[config.mk]
export PLATFORM = sky130hd
export DESIGN_NAME = smtt_ctrl
export DESIGN_NICKNAME = d
export VERILOG_FILES = /design/src/rtl/core/sparse_matrix_triplet_transpose_core_defines.svh /design/src/rtl/core/smtt_pkg.sv /design/src/rtl/core/smtt_ctrl.sv
export SDC_FILE = /design/constraint.sdc
export NUM_CORES = 1
export LEC_CHECK = 0
export BUFFER_PORTS_ARGS = -buffer_cell sky130_fd_sc_hd__buf_4
export CAP_MARGIN = 20
export CORE_MARGIN = 8
export CORE_UTILIZATION = 35
export CTS_CLUSTER_DIAMETER = 200
export DETAILED_ROUTE_END_ITERATION = 6
export GPL_ROUTABILITY_DRIVEN = 0
export GPL_TIMING_DRIVEN = 1
export PLACE_DENSITY = 0.61
export SYNTH_ARGS = -nofsm -noshare
export SYNTH_HDL_FRONTEND = slang
export SYNTH_SLANG_ARGS = --single-unit
export TNS_END_PERCENT = 20
[constraint.sdc]
create_clock -name i_clk -period 1.8 [get_ports i_clk]
set_input_delay 0.36 -clock i_clk [delete_from_list [all_inputs] [get_ports i_clk]]
set_output_delay 0.36 -clock i_clk [all_outputs]
set_load 0.02 [all_outputs]
[src/rtl/core/sparse_matrix_triplet_transpose_core_defines.svh]
// Assertion macros for the sparse matrix triplet transpose core.
// Included by the files that carry concurrent checks; depends on nothing.
`ifndef SPARSE_MATRIX_TRIPLET_TRANSPOSE_CORE_DEFINES_SVH
`define SPARSE_MATRIX_TRIPLET_TRANSPOSE_CORE_DEFINES_SVH

// Same-cycle implication, checked out of reset.
`define SMTT_ASSERT_SAME(label, clk, rst_n, ante, cons) \
    label: assert property (@(posedge clk) disable iff (!rst_n) (ante) |-> (cons)) \
        else $error("smtt same-cycle check failed");

// Next-cycle implication, checked out of reset.
`define SMTT_ASSERT_NEXT(label, clk, rst_n, ante, cons) \
    label: assert property (@(posedge clk) disable iff (!rst_n) (ante) |=> (cons)) \
        else $error("smtt next-cycle check failed");

`endif

[src/rtl/core/smtt_pkg.sv]
// Shared types, codes and helpers of the sparse matrix triplet transpose core.
// Depends on nothing; every module and interface of the core imports it.
package smtt_pkg;

    localparam int DIM_W       = 7;
    localparam int ELEM_W      = 32;
    localparam int APB_DATA_W  = 32;
    localparam int CFG_ADDR_W  = 3;
    localparam int MAX_DIM_DEF = 64;
    localparam int VALUE_W_DEF = 32;

    localparam logic OP_LOAD  = 1'b0;
    localparam logic OP_FETCH = 1'b1;

    localparam logic REG_NUM_ROWS = 1'b0;
    localparam logic REG_NUM_COLS = 1'b1;

    typedef logic [1:0] t_phase;
    localparam t_phase PH_LOAD = 2'd0;
    localparam t_phase PH_ROW  = 2'd1;
    localparam t_phase PH_COL  = 2'd2;

    typedef struct packed {
        logic load;
        logic hdr0;
        logic div_start;
        logic init_work;
        logic rd;
        logic adv;
        logic col;
        logic any_init;
        logic stage_elem;
        logic stage_hdr1;
        logic hdr_last;
        logic mark_last;
        logic phase2;
        logic clear;
        logic emit;
    } t_cmd;

    typedef struct packed {
        t_phase phase;
        logic   load_full;
        logic   div_done;
        logic   at_end;
        logic   in_range;
        logic   nonzero;
        logic   out_free;
    } t_stat;

    // Zero acts as one, anything above the largest dimension acts as the largest.
    function automatic logic [DIM_W-1:0] f_eff_dim(input logic [DIM_W-1:0] v,
                                                    input int max_dim);
        logic [DIM_W-1:0] res;
        if (v == '0) begin
            res = DIM_W'(1);
        end else if (int'(v) > max_dim) begin
            res = DIM_W'(max_dim);
        end else begin
            res = v;
        end
        return res;
    endfunction

endpackage

[src/rtl/core/smtt_ctrl.sv]
// Controller of the triplet transpose core: sequences loads, header steps and the
// row-major and column-major store scans. Depends on smtt_pkg.
module smtt_ctrl import smtt_pkg::*; (
    input  logic  i_clk,
    input  logic  i_rst_n,
    input  logic  i_in_valid,
    input  logic  i_in_op,
    input  t_stat i_stat,
    output logic  o_in_ready,
    output t_cmd  o_cmd
);
    localparam logic [3:0] S_IDLE    = 4'd0;
    localparam logic [3:0] S_DIV     = 4'd1;
    localparam logic [3:0] S_ROW_RD  = 4'd2;
    localparam logic [3:0] S_ROW_CHK = 4'd3;
    localparam logic [3:0] S_ANY_RD  = 4'd4;
    localparam logic [3:0] S_ANY_CHK = 4'd5;
    localparam logic [3:0] S_COL_RD  = 4'd6;
    localparam logic [3:0] S_COL_CHK = 4'd7;
    localparam logic [3:0] S_NXT_RD  = 4'd8;
    localparam logic [3:0] S_NXT_CHK = 4'd9;
    localparam logic [3:0] S_EMIT    = 4'd10;

    logic [3:0] r_state, n_state;
    t_cmd       cmd;

    always_comb begin
        n_state = r_state;
        cmd     = '0;
        unique case (r_state)
            S_IDLE: begin
                if (i_in_valid) begin
                    if (i_in_op == OP_LOAD) begin
                        cmd.load = 1'b1;
                    end else begin
                        unique case (i_stat.phase)
                            PH_LOAD: begin
                                if (i_stat.load_full) begin
                                    cmd.hdr0 = 1'b1;
                                    n_state  = S_EMIT;
                                end
                            end
                            PH_ROW, PH_COL: begin
                                cmd.div_start = 1'b1;
                                n_state       = S_DIV;
                            end
                            default: cmd.clear = 1'b1;
                        endcase
                    end
                end
            end
            S_DIV: begin
                if (i_stat.div_done) begin
                    cmd.init_work = 1'b1;
                    n_state = (i_stat.phase == PH_COL) ? S_COL_RD : S_ROW_RD;
                end
            end
            S_ROW_RD: begin
                if (i_stat.at_end) begin
                    // triplet list done: check the whole store for any nonzero
                    cmd.any_init = 1'b1;
                    n_state      = S_ANY_RD;
                end else begin
                    cmd.rd  = 1'b1;
                    n_state = S_ROW_CHK;
                end
            end
            S_ROW_CHK: begin
                if (i_stat.nonzero) begin
                    cmd.stage_elem = 1'b1;
                    n_state        = S_EMIT;
                end else begin
                    cmd.adv = 1'b1;
                    n_state = S_ROW_RD;
                end
            end
            S_ANY_RD: begin
                if (i_stat.at_end) begin
                    cmd.stage_hdr1 = 1'b1;
                    cmd.hdr_last   = 1'b1;
                    cmd.clear      = 1'b1;
                    n_state        = S_EMIT;
                end else begin
                    cmd.rd  = 1'b1;
                    n_state = S_ANY_CHK;
                end
            end
            S_ANY_CHK: begin
                if (i_stat.nonzero) begin
                    cmd.stage_hdr1 = 1'b1;
                    cmd.phase2     = 1'b1;
                    n_state        = S_EMIT;
                end else begin
                    cmd.adv = 1'b1;
                    n_state = S_ANY_RD;
                end
            end
            S_COL_RD: begin
                cmd.col = 1'b1;
                if (i_stat.at_end) begin
                    // nothing left under the current dimensions: drop the fetch
                    cmd.clear = 1'b1;
                    n_state   = S_IDLE;
                end else if (!i_stat.in_range) begin
                    cmd.adv = 1'b1;
                end else begin
                    cmd.rd  = 1'b1;
                    n_state = S_COL_CHK;
                end
            end
            S_COL_CHK: begin
                cmd.col = 1'b1;
                cmd.adv = 1'b1;
                if (i_stat.nonzero) begin
                    cmd.stage_elem = 1'b1;
                    n_state        = S_NXT_RD;
                end else begin
                    n_state = S_COL_RD;
                end
            end
            S_NXT_RD: begin
                cmd.col = 1'b1;
                if (i_stat.at_end) begin
                    cmd.mark_last = 1'b1;
                    cmd.clear     = 1'b1;
                    n_state       = S_EMIT;
                end else if (!i_stat.in_range) begin
                    cmd.adv = 1'b1;
                end else begin
                    cmd.rd  = 1'b1;
                    n_state = S_NXT_CHK;
                end
            end
            S_NXT_CHK: begin
                cmd.col = 1'b1;
                if (i_stat.nonzero) begin
                    n_state = S_EMIT;
                end else begin
                    cmd.adv = 1'b1;
                    n_state = S_NXT_RD;
                end
            end
            S_EMIT: begin
                if (i_stat.out_free) begin
                    cmd.emit = 1'b1;
                    n_state  = S_IDLE;
                end
            end
            default: n_state = S_IDLE;
        endcase
    end

    always_ff @(posedge i_clk) begin
        if (!i_rst_n) begin
            r_state <= S_IDLE;
        end else begin
            r_state <= n_state;
        end
    end

    assign o_in_ready = (r_state == S_IDLE);
    assign o_cmd      = cmd;
endmodule

==> metrics list, run 1 <==
- Once the floorplan was initialized, standard cells occupied 37.6% of the core.
* Register ranked first by flip-flop count: r_state
* Routed met2 length: 1.10 mm
- After clock tree synthesis, the clock-pin slew on the worst setup and hold paths is 0.04 ns.
- Vias in the first global route: about 870
* Share of cells above drive strength 1: between 40 and 50%
- Of the synthesized area, sequential elements account for between 10% and 20%.
- Post-route clock period utilization: 107%
* Top cell types by occurrence after synthesis: 14 x nand2_1, 10 x nor2_1, 7 x inv_1
- The floorplan step defined a die boundary enclosing about 3500 um^2.
* Clock sink total: 4
- For this run the aggregate overflow at the end of global routing stands at 0.
- From synthesis to final layout, the design area changed by 69.6%.
- At the pin with the least slew margin, the transition time is 0.329 ns.
* Wire length of the first global-routing pass: 3.70 mm
- Routed wl met3: ~160 um
* Mean routed wirelength per cell: ~14 um
- Setup violators final: 7
- The cell count after synthesis came out at 102.
* Outcome: complete, but fails checks
* Top flop regs: r_state (4)
- The worst setup path is of the flip-flop to output pin kind.
- The first detailed-routing pass took 4 iterations.
- The number of antenna diodes in the final layout is 0.
- TritonCTS built the clock tree.
* Cell area after synthesis: 663 um^2
* Clk_skew: a little over 0.002 ns
- Ranking of synthesized cells by area: dfxtp_1 12%, nand2_1 7.9%, ha_1 5.7%
* Worst path arrival time: about 1.6 ns
- After the first detailed-routing iteration, the DRC count stood at 14.
- Global-route usage over all layers: about an eighth
- Worst Reg-to-Reg Cells: 7
* Sort of element at the start of the critical path: flip-flop
- OpenSTA, run right after detailed placement, puts the worst setup slack at around 0.034 ns.
- Post-route setup slack: -0.130 ns
* Lkg Pwr: about 0.50 nW
- Static timing analysis puts the maximum clock frequency at between 0.5 and 0.6 GHz.
* Area of the core: about 1800 um^2
- Class of the tightest hold or removal check: input pin to flip-flop
- Met1 Routed Length: 1.02 mm
- Number of nets in the final layout: 158
- The routed layout has 880 vias.
- The worst setup path is captured at an output pin.
* Worst supply voltage drop on vdd: around 1.3 mV
- Violations in the final reports: setup timing
* Clock buffer count from CTS: 3
- Highest layer used for signal routing: met4
- The register with the most flip-flops in the layout has 4 of them.
* Yosys top cell by area: dfxtp_1
* Dominant cell by count in the synthesized netlist: nand2_1
- Synth async-reset ratio: 0%
- Of all nets on the critical path, the largest fanout is 3.
- Average vias per placed instance: approximately 5.3
- The tool flagged a number of max-cap violations equal to 0.
- Final critical delay including setup and external delays: roughly 1.9 ns
* Cell Pwr Density: ~1500 nW/um^2
* Total count of hold-check failures in the final report: 0
- Drt total wl: approximately 2.3 mm
- Number of synthesized flops with an enable pin: 0
- After legalization and detailed placement, the total HPWL measured roughly 1.7 mm.
- CTS placed an instance of clkbuf_4 at the clock tree root.
- Buffers inserted to repair hold after CTS numbered 0.
* Max H-tree Level: 1
- Final ANT Viol Nets: 0
* Initial antenna violation count: 0
- Mean area per synthesized cell: around 6.5 um^2
- In this run the tightest slew margin relative to its limit is between 70% and 80%.
* Yosys warns: 0
- The later pin in the worst-skew pair is clocked with a latency of 0.24 ns.
* WP data required: 1.44 ns
- Setup repair after global routing could not meet its margin everywhere.
- Chip Width: a little under 60 um
- Bufs on Longest Clock Path: 2
* Most common flop cell mapped by yosys: dfxtp_1
* # DRC: 0
- In this run, synthesis produced a sequential element count of 4.
- The floorplan step set the die height to a little under 60 um.
* Std-Cell Rows: 15
- Share of the synthesized area in the top cell type: about an eighth
- Number of stages on the worst hold path: 3
- Total power for the finished layout comes to around 1.7 mW.
- Pin count of the biggest net entering global routing: 16
* Max Transition Viols Final: 0
* Count of pins on the block boundary: 28
- The count of buffers added on input and output ports is 27.
- Nets in the synthesized netlist: around 120
- Final-layout worst hold slack: about 0.42 ns
- Cell variety after synth: 38
## placed cells by master, fill, tap and decap left out, drive strengths merged, types with 2 or more instances in the layout
cell type	netlist	layout
a21oi	3	3
a2bb2oi	2	2
and3	4	4
buf	3	44
clkbuf	5	3
dfxtp	4	4
ha	3	3
inv	7	7
nand2	14	14
nand2b	4	4
nand3	4	4
nor2	10	10
nor2b	3	3
nor3	4	4
o21a	3	3
o21ai	6	6
o22ai	4	4
o31ai	2	2
## worst max-delay path, stage by stage (launching register included)
cell and delay [ns]:
dfxtp_4 0.33, or3b_4 0.39, a2111o_1 0.40, nand2_1 0.09, buf_6 0.11
## layer usage
layer	track usage (%)	vias to the layer above
met5	0	-
met1	14.3	403
met4	5.78	0
met2	22.8	28
li1	-	445
met3	3.25	4
## final timing paths
path,startpoint,end,slack (ns)
setup / recovery,r_state[1],o_cmd[9],-0.13
hold reg to reg,r_state[2],r_state[2],0.53
hold / removal,i_stat[4],r_state[0],0.42
setup reg to reg,r_state[1],r_state[2],-0.02
## final cells by class
type | count | area (um^2)
sequential | 4 | 87.6
timing repair buffer | 44 | 353
clock buffer | 3 | 22.5
inverter | 7 | 26.3
multi-input combinational | 83 | 604
fill | 173 | 639
tap | 25 | 31.3
## power breakdown
part	leakage, nW	internal, mW	total [mW]	switching [mW]
logic	0.456	0.661	1.39	0.733
clock network	0.0138	0.0747	0.114	0.0394
registers	0.0347	0.134	0.190	0.0556
## kinds of logic after synthesis
group | synth area share, %
and+or+nand+nor | 41.5
AOI/OAI and AO/OA | 29.2
buffers and inverters | 10.0
adders and majority gates | 7.17
DFF | 12.1
## timing repair
action                                  in CTS  in global routing
endpoints found under the setup margin      10                 13
buffers inserted                             4                  2
pin swaps                                    7                  9
gates resized for setup                      9                 10
## stage by stage
step / cells / instance area (um^2) / utilization [%] / TNS [ns]
after floorplan: 102 / 719 / - / -0.213
after global placement: 157 / 990 / 56.1 / 0
after detailed placement: 157 / 990 / 56.1 / 0
after CTS: 164 / 1070 / 60.7 / -0.483
after global routing: 166 / 1120 / 63.8 / -1.03
final: 166 / 1120 / 63.8 / -0.347
(Power assumes the default switching activity.)
==> inputs of run 2 (changes only) <==
CORE_UTILIZATION = 46   (was 35)
PLACE_DENSITY = 0.76   (was 0.61)
==> metrics list, run 2 (same netlist as run 1, synthesis figures left out) <==
* Outcome: complete, but fails checks
- Violations in the final reports: setup timing
- Share of the core filled with cells in the final layout: between 80% and 90%
* Max H-tree Level: 1
- Final critical delay including setup and external delays: about 1.9 ns
- In this run the static leakage power is about 0.5 nW.
- In this run the horizontal extent of the chip is around 54 um.
* Worst supply voltage drop on vdd: roughly 0.96 mV
* Leading cell types in the layout, fill and taps excluded: 35 x buf_4, 14 x nand2_1, 7 x inv_1, 7 x nor2_1, 5 x buf_6
- Clock buffer count from CTS: 3
- The max-slew violation count is 0.
* Final sum of negative setup slack: -0.326 ns
- Effective utilization at floorplan: about half
* Share of cells above drive strength 1: around 46%
* Bufs on Longest Clock Path: 2
- For this block, the initial DRC count from the detailed router was 34.
- Register ranked first by flip-flop count: r_state
- Number of nets in the final layout: around 150
- Clock sink total: 4
* Most frequent standard cell in the layout excluding fill and tap cells: buf_4
* # DRC: 0
- The number of hold violations in the final report was 0.
* Final-layout worst hold slack: around 0.41 ns
- The worst setup path is of the flip-flop to output pin kind.
* Maximum fanout count along the critical path: 4
- The initial antenna violation count is 0.
- Count of antenna diodes in the layout: 0
- STA classifies the critical path endpoint as an output pin.
- Summed over all layers, the routed wires come to about 2.2 mm.
* Cell Area, Placed: ~970 um^2
* Slack of the worst reg-to-reg path: ~0.08 ns
* Clock-pin slew on the worst setup and hold paths: around 0.040 ns
- The die covers slightly below 3000 um^2.
- Count of pins on the block boundary: 28
* Multi-input combinational cell area: approximately 600 um^2
- Pin count of the biggest net entering global routing: 12
* Clk_skew: between 0.001 and 0.0015 ns
- Worst-case setup slack after placement: between 0.05 and 0.06 ns
- Class of the tightest hold or removal check: input pin to flip-flop
- Number of maximum-capacitance violations: 0
* Number of stages on the worst hold path: 3
* Post-detailed-placement half-perimeter wirelength: 1.61 mm
- Relative slew slack: between 80% and 90%
* Vertical die dimension: 54.0 um
- Clock tree synthesis selected as its root buffer the cell clkbuf_4.
- The detail route stage leaves a number of antenna-violating nets equal to 0.
- Sort of element at the start of the critical path: flip-flop
- TritonCTS built the clock tree.
* CTS Hold Bufs: 0
- The sequential cells in the finished layout cover a total of 90.1 um^2.
- Fill cell count: 93
* Number of iterations in the first detailed-routing pass: 4
* Cell Pwr Density: about 1500 nW/um^2
- In this run the most critical hold path is launched from i_stat[4].
- At the worst endpoint, the arrival time is around 1.6 ns.
* Maximum operating frequency: 0.517 GHz
* Global-route usage over all layers: roughly 16%
* Worst Reg-to-Reg Cells: 6
- Worst-case hold path end point: r_state[0]
- Average vias per placed instance: roughly 5.7
- The first global-routing pass estimated 3.53 mm of wire.
- The via count of the first global-routing pass was between 800 and 900.
- Top flop regs: r_state (4)
- Setup repair after global routing could not meet its margin everywhere.
- The startpoint identified for the worst register-to-register timing path is r_state[1].
- Post-route setup slack: -0.135 ns
* Post-route clock period utilization: 107%
- In this run the critical register-to-register path is captured at r_state[2].
- At the pin with the least slew margin, the transition time is 0.285 ns.
- GR Overflow Total: 0
- Once layout is done, the placed cells without fillers occupy approximately 1100 um^2.
- Mean routed wirelength per cell: about 15 um
- The area growth from synthesis to layout is 62.1%.
- The floorplan has 13 rows.
- Clock insertion delay at the later pin of the skew report: about 0.24 ns
- The final route contains approximately 870 vias.
- Setup violators final: 4
- Input and output buffers added on the ports amount to 27.
- Area of the core: between 1000 and 1500 um^2
* Largest register FFs: 4
* WP data required: 1.44 ns
==> run 2: layer usage <==
layer / vias up / GRT usage [%] / wire length [um]
met5: - / 0 / 0
met4: 0 / 10.2 / 24
met3: 2 / 3.86 / 191
met2: 34 / 26.3 / 1060
met1: 394 / 18.5 / 936
li1: 442 / - / -
==> run 2: cell type report <==
type                    instances  share of cell area [%]
multi-input cells              83                    55.6
flip-flops and latches          4                    8.38
repair buffers                 40                    29.7
clock buffers                   3                    2.10
inverters                       7                    2.44
well taps                      15                    1.75
==> run 2: critical path: stages, from the launching register on <==
cell	delay, ns
dfxtp_4	0.34
or3b_4	0.40
a2111o_1	0.39
nand2_1	0.09
buf_6	0.12
==> run 2: how the worst max path moves through the flow <==
stage                          start         to  slack, ns  cells past startpoint
after global placement    r_state[1]   o_cmd[9]       0.07                      4
after global routing      r_state[3]  o_cmd[10]      -0.18                      6
final                     r_state[1]   o_cmd[9]      -0.13                      4
after detailed placement  r_state[1]   o_cmd[9]       0.05                      4
after floorplan           r_state[2]   o_cmd[1]      -0.07                      5
after CTS                 r_state[1]  o_cmd[10]      -0.16                      6
==> run 2: per-stage QoR <==
| step | instances | power (mW) |
|---|---|---|
| after CTS | 151 | 1.58 |
| after detailed placement | 146 | 1.38 |
| after global placement | 146 | 1.38 |
| final | 152 | 1.65 |
| after global routing | 152 | 1.80 |
| after floorplan | 102 | 0.995 |
==> run 2: report_power, final <==
part | internal, mW | switching [mW]
combinational | 0.636 | 0.704
clock | 0.0747 | 0.0386
sequential | 0.139 | 0.0558
==> run 2: timing repair <==
action,in CTS,in global routing
setup endpoints to repair,10,10
pin swaps,4,4
gates resized for setup,11,8
setup buffers,2,1
